## src/rtl/cht_pkg.sv

```systemverilog
// Package: shared types, codes and defaults of the chained hash table.
`default_nettype none
package cht_pkg;

  localparam int unsigned BUCKETS_DEF    = 256;
  localparam int unsigned NODES_DEF      = 1024;
  localparam int unsigned DATA_WIDTH_DEF = 32;
  localparam int unsigned KEY_W          = 64;
  localparam int unsigned CNT_W          = 9;   // bucket_count register width
  localparam logic [CNT_W-1:0] CNT_RESET = 9'd256;

  typedef enum logic [2:0] {
    ACT_FIND    = 3'd0,
    ACT_INSERT  = 3'd1,
    ACT_REPLACE = 3'd2,
    ACT_REMOVE  = 3'd3,
    ACT_CLEAR   = 3'd4
  } act_e;

  typedef enum logic [1:0] {
    STS_OK       = 2'd0,
    STS_NOTFOUND = 2'd1,
    STS_FULL     = 2'd2
  } sts_e;

  typedef enum logic [3:0] {
    ST_INIT, ST_IDLE, ST_MOD, ST_HEAD, ST_NODE,
    ST_FREE, ST_ALLOC, ST_POP, ST_INS, ST_DONE
  } state_e;

  // Result of the modulo unit.
  typedef struct packed {
    logic             done;
    logic [CNT_W-1:0] rem;
  } mod_res_t;

endpackage
`default_nettype wire

```

## src/rtl/cht_mod.sv

```systemverilog
// Modulo unit: floored remainder of a signed 64-bit key, 8 quotient bits per cycle.
`default_nettype none
module cht_mod (
  input  wire logic                          clk_i,
  input  wire logic                          rst_ni,
  input  wire logic                          start_i,
  input  wire logic [cht_pkg::KEY_W-1:0]     key_i,
  input  wire logic [cht_pkg::CNT_W-1:0]     div_i,   // 1..256
  output cht_pkg::mod_res_t                  res_o
);
  localparam int unsigned RW = cht_pkg::CNT_W;

  logic [cht_pkg::KEY_W-1:0] mag_q, mag_d;
  logic [RW-1:0]             rem_q, rem_d, div_q, div_d;
  logic                      neg_q, neg_d;
  logic [2:0]                cnt_q, cnt_d;
  logic                      busy_q, busy_d, done_q, done_d;
  logic [RW:0]               r;

  always_comb begin
    mag_d  = mag_q;
    rem_d  = rem_q;
    div_d  = div_q;
    neg_d  = neg_q;
    cnt_d  = cnt_q;
    busy_d = busy_q;
    done_d = 1'b0;
    r      = '0;
    if (start_i) begin
      neg_d  = key_i[cht_pkg::KEY_W-1];
      mag_d  = neg_d ? (~key_i + 64'd1) : key_i;
      rem_d  = '0;
      div_d  = div_i;
      cnt_d  = '0;
      busy_d = 1'b1;
    end else if (busy_q) begin
      r = {1'b0, rem_q};
      for (int i = 0; i < 8; i++) begin
        r = {r[RW-1:0], mag_q[cht_pkg::KEY_W-1-i]};
        if (r >= {1'b0, div_q}) r = r - {1'b0, div_q};
      end
      rem_d = r[RW-1:0];
      mag_d = {mag_q[cht_pkg::KEY_W-9:0], 8'd0};
      cnt_d = cnt_q + 3'd1;
      if (cnt_q == 3'd7) begin
        busy_d = 1'b0;
        done_d = 1'b1;
      end
    end
  end

  always_ff @(posedge clk_i or negedge rst_ni) begin
    if (!rst_ni) begin
      busy_q <= 1'b0;
      done_q <= 1'b0;
      cnt_q  <= '0;
    end else begin
      busy_q <= busy_d;
      done_q <= done_d;
      cnt_q  <= cnt_d;
    end
  end

  always_ff @(posedge clk_i) begin
    mag_q <= mag_d;
    rem_q <= rem_d;
    div_q <= div_d;
    neg_q <= neg_d;
  end

  // Negative keys: fold the magnitude remainder back to a non-negative one.
  assign res_o.done = done_q;
  assign res_o.rem  = (neg_q && rem_q != '0) ? (div_q - rem_q) : rem_q;

endmodule
`default_nettype wire

```

## config.mk

```make
export PLATFORM = sky130hd
export DESIGN_NAME = cht_mod
export DESIGN_NICKNAME = d
export VERILOG_FILES = /design/src/rtl/cht_pkg.sv /design/src/rtl/cht_mod.sv
export SDC_FILE = /design/constraint.sdc
export NUM_CORES = 1
export LEC_CHECK = 0
export ABC_AREA = 1
export BUFFER_PORTS_ARGS = -buffer_cell sky130_fd_sc_hd__buf_4
export CORE_MARGIN = 2
export CORE_UTILIZATION = 35
export CTS_CLUSTER_DIAMETER = 80
export DETAILED_ROUTE_END_ITERATION = 7
export SYNTH_ARGS = -nofsm -noshare
export SYNTH_HDL_FRONTEND = slang
export SYNTH_SLANG_ARGS = --single-unit
```

## constraint.sdc

```tcl
create_clock -name clk_i -period 19.9 [get_ports clk_i]
set_clock_uncertainty 0.05 [all_clocks]
set_input_delay 3.98 -clock clk_i [delete_from_list [all_inputs] [get_ports clk_i]]
set_output_delay 3.98 -clock clk_i [all_outputs]
set_load 0.005 [all_outputs]
```

## Word level (Yosys, flattened, before mapping)

Cells that the tools add are included.

| storage, ports and cells | value |
|---|---|
| register bits after elaboration | 88 |
| bits in latches | 0 |
| bits in writable memories | 0 |
| ROM bits | 0 |
| bits of input ports | 76 |
| output and inout port bits | 10 |
| memories | 0 |

| cells by class | value |
|---|---|
| $add $sub $neg | 11 |
| multipliers | 0 |
| divide/modulo/power cells | 0 |
| magnitude comparators | 8 |
| equal/unequal tests | 1 |
| shifts and indexed selects | 0 |
| muxes and demuxes | 34 |
| bitwise operators | 1 |
| reductions and logical operators | 3 |

Operator list:

| operator | count |
|---|---|
| 9-bit 2-to-1 mux | 23 |
| 64-bit 2-to-1 mux | 3 |
| 9-bit subtractor | 9 |
| 10-bit by 9-bit greater-or-equal comparator with 1-bit output | 8 |
| 64-bit by 1-bit adder with 64-bit output, second input constant | 1 |
| 64-bit inverter | 1 |
| 9-bit nonzero test | 1 |
| 1-bit 2-to-1 mux | 6 |
| 3-bit 2-to-1 mux | 2 |
| 3-bit by 1-bit adder with 3-bit output, second input constant | 1 |
| 3-bit == test, second input constant | 1 |
| 2-bit nonzero test | 1 |
| 1-bit logical AND | 1 |

## Longest topological paths before layout

Gate-level depths: netlist of the first run.

| logic depth | value |
|---|---|
| word-level depth | 30 |
| depth in mapped cells | 97 |
| mapped depth without buffers | 93 |

## Worst setup path before layout of the first run

Ideal clock, no wire load.

| timing path | value |
|---|---|
| path kind | register -> register |
| start | register div_q[1] |
| end | register rem_q[1] |
| library setup time | 0.113 ns |
| arrival | 13.780 ns |
| setup slack | 5.957 ns |
| stages on the path, launching flop included | 91 |
| path buffers | 3 |
| cells stage by stage | edfxtp_1 -> inv_1 -> fa_1 -> nand2_1 -> nand3_2 -> nand2_2 -> nand2_2 -> buf_4 -> o21ai_0 -> inv_1 -> fa_1 -> inv_1 -> nand3_1 -> nand2_1 -> nand2_1 -> nand2_1 -> a21oi_4 -> nand3_2 -> [... 55 more ...] -> nand2_1 -> nand2_1 -> o211ai_1 -> inv_1 -> nand3_4 -> nand2_1 -> nand2_1 -> inv_1 -> fa_1 -> nand3_1 -> nand2_1 -> a221o_1 -> a221oi_1 -> inv_1 -> nor2_4 -> nand3_1 -> nand3_1 -> nand2_1 |

| between the ends | value |
|---|---|
| longest elaborated chain between the ends | 30 |
| elaborated cells between the ends (all ways) | 38 |

RTL lines:

| what | line | text |
|---|---|---|
| from (decl) | cht_mod.sv:14 | `logic [RW-1:0] rem_q, rem_d, div_q, div_d;` |
| from (signal assigned) | cht_mod.sv:67 | `div_q <= div_d;` |
| 9-bit subtractor / 10-bit by 9-bit greater-or-equal comparator with 1-bit output (equally long branches) | cht_mod.sv:40 | `if (r >= {1'b0, div_q}) r = r - {1'b0, div_q};` |
| 9-bit 2-to-1 mux | cht_mod.sv:40 |  |
| 9-bit 2-to-1 mux | cht_mod.sv:36 | `end else if (busy_q) begin` |
| 9-bit 2-to-1 mux | cht_mod.sv:29 | `if (start_i) begin` |
| 9-bit subtractor / 10-bit by 9-bit greater-or-equal comparator with 1-bit output (equally long branches) | cht_mod.sv:40 |  |
| 9-bit 2-to-1 mux | cht_mod.sv:40 |  |
| 9-bit 2-to-1 mux | cht_mod.sv:36 |  |
| 9-bit 2-to-1 mux | cht_mod.sv:29 |  |
| [... 14 more ...] | n/a |  |
| 9-bit 2-to-1 mux | cht_mod.sv:36 |  |
| 9-bit 2-to-1 mux | cht_mod.sv:29 |  |
| 10-bit by 9-bit greater-or-equal comparator with 1-bit output / 9-bit subtractor (equally long branches) | cht_mod.sv:40 |  |
| 9-bit 2-to-1 mux | cht_mod.sv:40 |  |
| 9-bit 2-to-1 mux | cht_mod.sv:36 |  |
| 9-bit 2-to-1 mux | cht_mod.sv:29 |  |
| 9-bit subtractor / 10-bit by 9-bit greater-or-equal comparator with 1-bit output (equally long branches) | cht_mod.sv:40 |  |
| 9-bit 2-to-1 mux * | cht_mod.sv:40 |  |
| to (signal assigned) | cht_mod.sv:66 | `rem_q <= rem_d;` |
| to (decl) | cht_mod.sv:14 |  |

Mark *: on every way between the ends. The rest lies on a longest branch, timed or not. The select of a mux whose other input is x is not followed.
A chain may end at the register's enable or synchronous reset.

## Worst setup path in the final report of the first run

| timing path | value |
|---|---|
| start | register div_q[1] |
| end | register rem_q[3] |

Same word-level chain as after synthesis.

==> results.yml, run 1 <==
setup_path:
  required_ns: 20.09
  endpoint_kind: "flop"
  crit_fanout: 13
  critPathKind: "flop to flop"
  slowest_stage: "edfxtp_1"
  critPathArrivalTime_ns: 16.48
  critPathMaxStageDelay_ns: 0.63
  worstRegToRegCells: 84
  startpoint_type: "flop"
  crit_top_cell: "nand2_1"
detailed_routing:
  remaining_drc_errors: 0
  drtAntennaViolNets: 0
  via_count: 8946
  vias_per_cell: 5.089
  drtIter0Drc: 671
  drt_pre_antenna_iters: 5
  wl_per_cell_um: 15.13
  drt_wl_total_um: 26600
synth:
  synth_top_area_cell: "edfxtp_1"
  synth_top_area_share_pct: 22.98
  synth_commonest_cells: "333 x nand2_1, 179 x inv_1, 101 x o21ai_0"
  synth_cells: 1343
  syn_area_per_cell_um2: 7.199
  synth_edf_count: 74
  synth_cell_type_count: 56
  synth_area_leaders: "edfxtp_1 23%, nand2_1 13%, ha_1 11%, inv_1 6.9%, xor2_1 5.8%"
  ys_seq_area_share_pct: 26.14
  syn-num-nets: 1511
  synth_warnings: 0
  synth_area_um2: 9668
  async_flop_share_pct: 5.682
  synth_flop_cell: "edfxtp_1"
  synth.most_common_cell: "nand2_1"
  synth-seq-cells: 88
timing:
  setup_viol: 0
  slew_viol_final: 0
  rsz0062_at_grt: "no"
  final_hold_viol_count: 0
  fin_crit_ns: 16.29
  fin_crit_sh_pct: 81.86
  max_slew_margin_pct: 25.34
  timing.fmax_mhz: 61.39
  layout_setup_ws_ns: 3.610
  tightest_slew_ns: 1.116
  fin_tns_setup_ns: 0
global_routing:
  grt_pass1_vias: 8371
  grt_pass1_wl_um: 42870
  antenna_found_initial: 0
  grt_use_total_pct: 18.63
  overflow: 0
  grt_max_degree: 84
clock_tree:
  h-tree-depth: 3
  postCtsHoldBufs: 0
  numCtsBuffers: 9
  root_buffer: "clkbuf_16"
  clkLatencyLatePin_ns: 0.36
  cts.sinks: 88
  cts_resized: 0
  clkTransAtPathRegs_ns: 0.07
  post_cts_buffers: 0
  cts_tree: "built"
  clockBufferDepth: 2
finish:
  area_delta_synth_final_pct: 12.59
  nNetsFinal: 1580
  drive_gt1_share_pct: 11.86
  finish.utilization_pct: 40.28
  antenna_cells: 0
placed_design:
  port_buffers: 85
  dp_hpwl_um: 20910
  pre_cts_ws_ns: 3.764
  place.gp.congestion: 0.9202
worst_hold_path:
  min_delay_path_depth: 2
  worst_hold_path_type: "flop to flop"
run:
  max_cap_viol_count: 0
floorplanning:
  start_util_pct: 35.77
  io_pins: 86
  coreArea_um2: 27030
  die_w_um: 170.2
  die_area_um2: 28970
  rows: 60
  die_h_um: 170.2
status:
  status: "completed"
## final timing paths
check	from	slack (ns)	to
worst max register to register	div_q[1]	3.61	rem_q[3]
worst min-delay path	rem_q[3]	0.47	rem_q[3]
worst min register to register	rem_q[3]	0.47	rem_q[3]
max in group asynchronous	rst_ni	16.33	busy_q
worst max-delay path	div_q[1]	3.61	rem_q[3]
min in group asynchronous	rst_ni	3.37	done_q
## registers in the layout (all words and copies together) (netlist names)
| register | flops |
|---|---|
| busy_q | 1 |
| cnt_q | 3 |
| div_q | 9 |
| done_q | 1 |
| mag_q | 64 |
| neg_q | 1 |
| rem_q | 9 |
## stage by stage
stage | instance area (um^2) | cells | hold slack, ns
after floorplan | 9668 | 1343 | 0.3988
after global placement | 10600 | 1742 | 0.4528
after detailed placement | 10600 | 1742 | 0.4489
after CTS | 10890 | 1758 | 0.4672
after global routing | 10890 | 1758 | 0.4993
final | 10890 | 1758 | 0.4662
## placed cells by master (no fill, tap or decap), types with 58 or more instances in the layout
cell type and instances:
buf_4 88, o21ai_0 101, ha_1 83, edfxtp_1 74, inv_1 177, nand3_1 90, a21oi_1 58, nand2_1 333
xor2_1 64, nor2_1 99
## critical path, delay by kind of cell, from the launching register on
| kind | cells | cell delay, ns |
|---|---|---|
| adders and majority gates | 8 | 2.94 |
| AOI/OAI and AO/OA | 24 | 6.61 |
| DFF | 1 | 0.63 |
| and+or+nand+nor | 38 | 4.39 |
| buffers and inverters | 14 | 1.54 |
## logic make-up after synthesis
kind of cell | synth area share (%)
and+or+nand+nor | 30.68
DFF | 26.14
xor gates and xnor gates | 9.512
buffers and inverters | 8.632
adders and majority gates | 12.61
AOI/OAI and AO/OA | 12.42
## layout make-up
class	instances	area [um^2]
multi-input cells	1044	6306
clock buffers	10	229.0
well taps	341	426.7
repair buffers	88	660.6
inverters	181	679.4
flip-flops and latches	88	2527
clock inverters	6	56.30
fillers	2788	16140
## metal layers
| layer | GRT usage [%] | up-vias | wire length (um) |
|---|---|---|---|
| li1 | - | 4597 | - |
| met1 | 24.86 | 4066 | 12330 |
| met2 | 31.05 | 240 | 12300 |
| met3 | 3.047 | 43 | 1317 |
| met4 | 5.314 | 0 | 651 |
| met5 | 0 | - | 0 |
Power of run 1 is not shown: default switching activity piles up to over one toggle a cycle in this logic, so the estimate is an artifact.
==> run 2: changes to the inputs <==
Clock period 19.9 ns to 14.7 ns, I/O delays scaled along.
==> results.yml, run 2 (synthesized netlist as in run 1, its figures left out) <==
status:
  status: "completed"
clock_tree:
  postCtsHoldBufs: 0
  numCtsBuffers: 9
  clkLatencyLatePin_ns: 0.36
  clockBufferDepth: 2
  root_buffer: "clkbuf_16"
  clkTransAtPathRegs_ns: 0.07
  h-tree-depth: 3
  cts_tree: "built"
  cts.sinks: 88
timing:
  slew_viol_final: 0
  fin_crit_sh_pct: 91.36
  layout_setup_ws_ns: 1.270
  setup_viol: 0
  fin_tns_setup_ns: 0
  final_hold_viol_count: 0
  max_slew_margin_pct: 36.30
  tightest_slew_ns: 0.9520
  hold_slack_ns: 0.4681
  fin_crit_ns: 13.43
  timing.fmax_mhz: 74.46
finish:
  multi_input_area_um2: 6472
  antenna_cells: 0
  fillers: 2732
  top_regs: "mag_q x64, div_q x9, rem_q x9"
  final_cell_mix: "331 x nand2_1, 176 x inv_1, 109 x buf_4, 99 x nor2_1, 93 x o21ai_0"
  largest_register_ffs: 64
  largest_register: "mag_q"
  final_common_cell: "nand2_1"
  area_delta_synth_final_pct: 16.47
  drive_gt1_share_pct: 14.91
  area.sequential_um2: 2527
  nNetsFinal: 1605
setup_path:
  crit_end: "rem_q[5]"
  critPathArrivalTime_ns: 13.62
  required_ns: 14.89
  ff2ff_setup_slack_ns: 1.27
  r2r-start: "mag_q[63]"
  critPathLaunch: "mag_q[63]"
  reg2reg_to: "rem_q[5]"
  crit_fanout: 13
  path_delay_family: "compound AO/OA/AOI/OAI gates"
  critPathKind: "flop to flop"
  endpoint_kind: "flop"
  cp.buffers_inverters: 18
  crit_top_cell: "nand2_1"
  critPathMaxStageDelay_ns: 0.43
  slowest_stage: "fa_1"
  worstRegToRegCells: 89
  path_depth: 89
  startpoint_type: "flop"
detailed_routing:
  drtAntennaViolNets: 0
  drt_wl_total_um: 26890
  vias_per_cell: 5.094
  drt_pre_antenna_iters: 5
  via_count: 9083
  remaining_drc_errors: 0
  wl_per_cell_um: 15.08
  drtIter0Drc: 560
placed_design:
  pre_cts_ws_ns: 0.3150
  place.gp.congestion: 0.9368
  dp_hpwl_um: 21160
  port_buffers: 85
floorplanning:
  start_util_pct: 35.77
  coreArea_um2: 27030
  die_area_um2: 28970
  die_h_um: 170.2
  io_pins: 86
  die_w_um: 170.2
  rows: 60
global_routing:
  grt_use_total_pct: 18.73
  overflow: 0
  antenna_found_initial: 0
  grt_max_degree: 105
  grt_pass1_wl_um: 43210
  grt_pass1_vias: 8571
worst_hold_path:
  worst_hold_path_type: "flop to flop"
run:
  max_cap_viol_count: 0
[run 2: metrics by stage]
| step | cells | utilization [%] | area, um^2 |
|---|---|---|---|
| global route | 1783 | 41.67 | 11260 |
| floorplan | 1343 | - | 9668 |
| detailed placement | 1758 | 39.67 | 10720 |
| CTS | 1774 | 40.85 | 11040 |
| global placement | 1758 | 39.67 | 10720 |
| finish | 1783 | 41.67 | 11260 |
[run 2: worst min path at each step]
stage | start | to | slack, ns | depth (start not counted)
2_1_floorplan | rem_q[3] | rem_q[3] | 0.40 | 2
3_3_place_gp | cnt_q[2] | cnt_q[2] | 0.45 | 1
3_5_place_dp | cnt_q[1] | cnt_q[1] | 0.45 | 1
4_1_cts | cnt_q[1] | cnt_q[1] | 0.47 | 1
5_1_grt | cnt_q[2] | cnt_q[2] | 0.50 | 1
6_report | rem_q[3] | rem_q[3] | 0.47 | 2
[run 2: routing by layer]
layer | GRT usage [%] | up-vias | wire (um)
li1 | - | 4660 | -
met1 | 25.04 | 4135 | 12520
met2 | 31.42 | 245 | 12400
met3 | 2.512 | 43 | 1297
met4 | 5.723 | 0 | 675
met5 | 0 | - | 0
[run 2: area by class of cell]
cell class | count | area share [%]
Multi-Input combinational cell | 1046 | 57.48
Sequential cell | 88 | 22.44
Timing Repair Buffer | 111 | 7.411
Inverter | 181 | 6.033
Tap cell | 341 | 3.789
Clock buffer | 9 | 2.000
Clock inverter | 7 | 0.8444
[run 2: what timing repair did]
item,4_1_cts,5_1_grt
endpoints found under the setup margin,0,9
buffers inserted,0,7
resized for setup,0,39
[run 2: worst reg2reg max path, delay by kind of cell (launching register included)]
| kind | cells | cell delay [ns] |
|---|---|---|
| flops | 1 | 0.37 |
| fa+ha+maj | 9 | 2.99 |
| compound gates | 23 | 4.18 |
| simple gates | 39 | 4.11 |
| buf+inv | 18 | 1.66 |
Power of run 2 is left out for the same reason.
==> run 3: changes to the inputs <==
Settings changed: RECOVER_POWER set to 25.
==> results.yml, run 3 (synthesized netlist as in run 1, its figures left out) <==
status:
  status: "complete, but fails checks"
  violations: "capacitance limit, slew limit"
detailed_routing:
  wl_met3_um: 1235
  via_count: 9103
  highest_layer: "met4"
  wl_met2_um: 12430
  drtIter0Drc: 568
  wl_per_cell_um: 15.10
  drt_pre_antenna_iters: 5
  remaining_drc_errors: 0
  drtAntennaViolNets: 0
  vias_per_cell: 5.105
  wirelength_met1_um: 12600
  drt_wl_total_um: 26920
clock_tree:
  clkLatencyLatePin_ns: 0.35
  numCtsBuffers: 9
  clockBufferDepth: 2
  cts.sinks: 88
  h-tree-depth: 3
  root_buffer: "clkbuf_16"
  postCtsHoldBufs: 0
  cts_tree: "built"
  clkTransAtPathRegs_ns: 0.07
setup_path:
  ff2ff_setup_slack_ns: 1.25
  crit_top_cell: "nand2_1"
  cp.buffers_inverters: 18
  path_delay_family: "compound AO/OA/AOI/OAI gates"
  required_ns: 14.89
  crit_fanout: 13
  slowest_stage: "fa_1"
  critPathMaxStageDelay_ns: 0.43
  worstRegToRegCells: 89
  startpoint_type: "flop"
  endpoint_kind: "flop"
  critPathKind: "flop to flop"
  path_depth: 89
  critPathArrivalTime_ns: 13.64
timing:
  fin_crit_ns: 13.45
  setup_viol: 0
  fin_crit_sh_pct: 91.49
  max_slew_margin_pct: -146.2
  tightest_slew_ns: 3.693
  final_hold_viol_count: 0
  fin_tns_setup_ns: 0
  timing.fmax_mhz: 74.36
  slew_viol_final: 175
  hold_slack_ns: 0.4680
worst_hold_path:
  worst_hold_path_type: "flop to flop"
  min_delay_path_depth: 2
placed_design:
  port_buffers: 85
  place.gp.congestion: 0.9368
  dp_hpwl_um: 21160
global_routing:
  grt_pass1_vias: 8571
  grt_use_total_pct: 18.73
  grt_pass1_wl_um: 43210
  grt_max_degree: 105
  antenna_found_initial: 0
  overflow: 0
floorplanning:
  io_pins: 86
  rows: 60
  die_w_um: 170.2
  start_util_pct: 35.77
  die_h_um: 170.2
  coreArea_um2: 27030
  die_area_um2: 28970
finish:
  top_regs: "mag_q x64, div_q x9, rem_q x9"
  finish.utilization_pct: 41.58
  final_cell_mix: "331 x nand2_1, 176 x inv_1, 99 x nor2_1, 94 x buf_4, 93 x o21ai_0"
  largest_register: "mag_q"
  antenna_cells: 0
  area_delta_synth_final_pct: 16.24
  largest_register_ffs: 64
  final_common_cell: "nand2_1"
  drive_gt1_share_pct: 14.42
  nNetsFinal: 1605
run:
  max_cap_viol_count: 3
[run 3: final cells by class]
type                    count  area (um^2)
fillers                  2736        15790
clock buffers               9        225.2
multi-input cells        1046         6472
clock inverters             7        95.09
well taps                 341        426.7
inverters                 181        679.4
repair buffers            111        812.0
flip-flops and latches     88         2527
[run 3: per-layer routing]
metal / GRT usage (%) / vias to the layer above
met5: 0 / -
met4: 5.723 / 0
met3: 2.512 / 41
met2: 31.42 / 231
met1: 25.04 / 4171
li1: - / 4660
[run 3: final timing paths]
path | startpoint | to
setup / recovery | mag_q[63] | rem_q[5]
hold / removal | rem_q[3] | rem_q[3]
setup reg to reg | mag_q[63] | rem_q[5]
hold reg to reg | rem_q[3] | rem_q[3]
max in group asynchronous | rst_ni | cnt_q[2]
min in group asynchronous | rst_ni | cnt_q[0]
[run 3: metrics by stage]
| step | area [um^2] | cells | worst slack, ns |
|---|---|---|---|
| global placement | 10720 | 1758 | 0.4659 |
| detailed placement | 10720 | 1758 | 0.3150 |
| global route | 11240 | 1783 | -0.02826 |
| floorplan | 9668 | 1343 | 0.7568 |
| finish | 11240 | 1783 | 1.251 |
| CTS | 11040 | 1774 | 0.2817 |
[run 3: worst reg2reg max path, delay by kind of cell (launching register included)]
family / cells / cell delay (ns)
AO/OA/AOI/OAI: 23 / 4.17
adder cells (fa/ha/maj): 9 / 2.99
buffers and inverters: 18 / 1.67
flip-flops: 1 / 0.37
AND/OR/NAND/NOR: 39 / 4.11
[run 3: what timing repair did]
action | CTS | global route
setup endpoints to repair | 0 | 9
resized for setup | 0 | 39
buffers inserted | 0 | 7
endpoints found under the hold margin | 0 | 0
Power of run 3 is left out for the same reason.
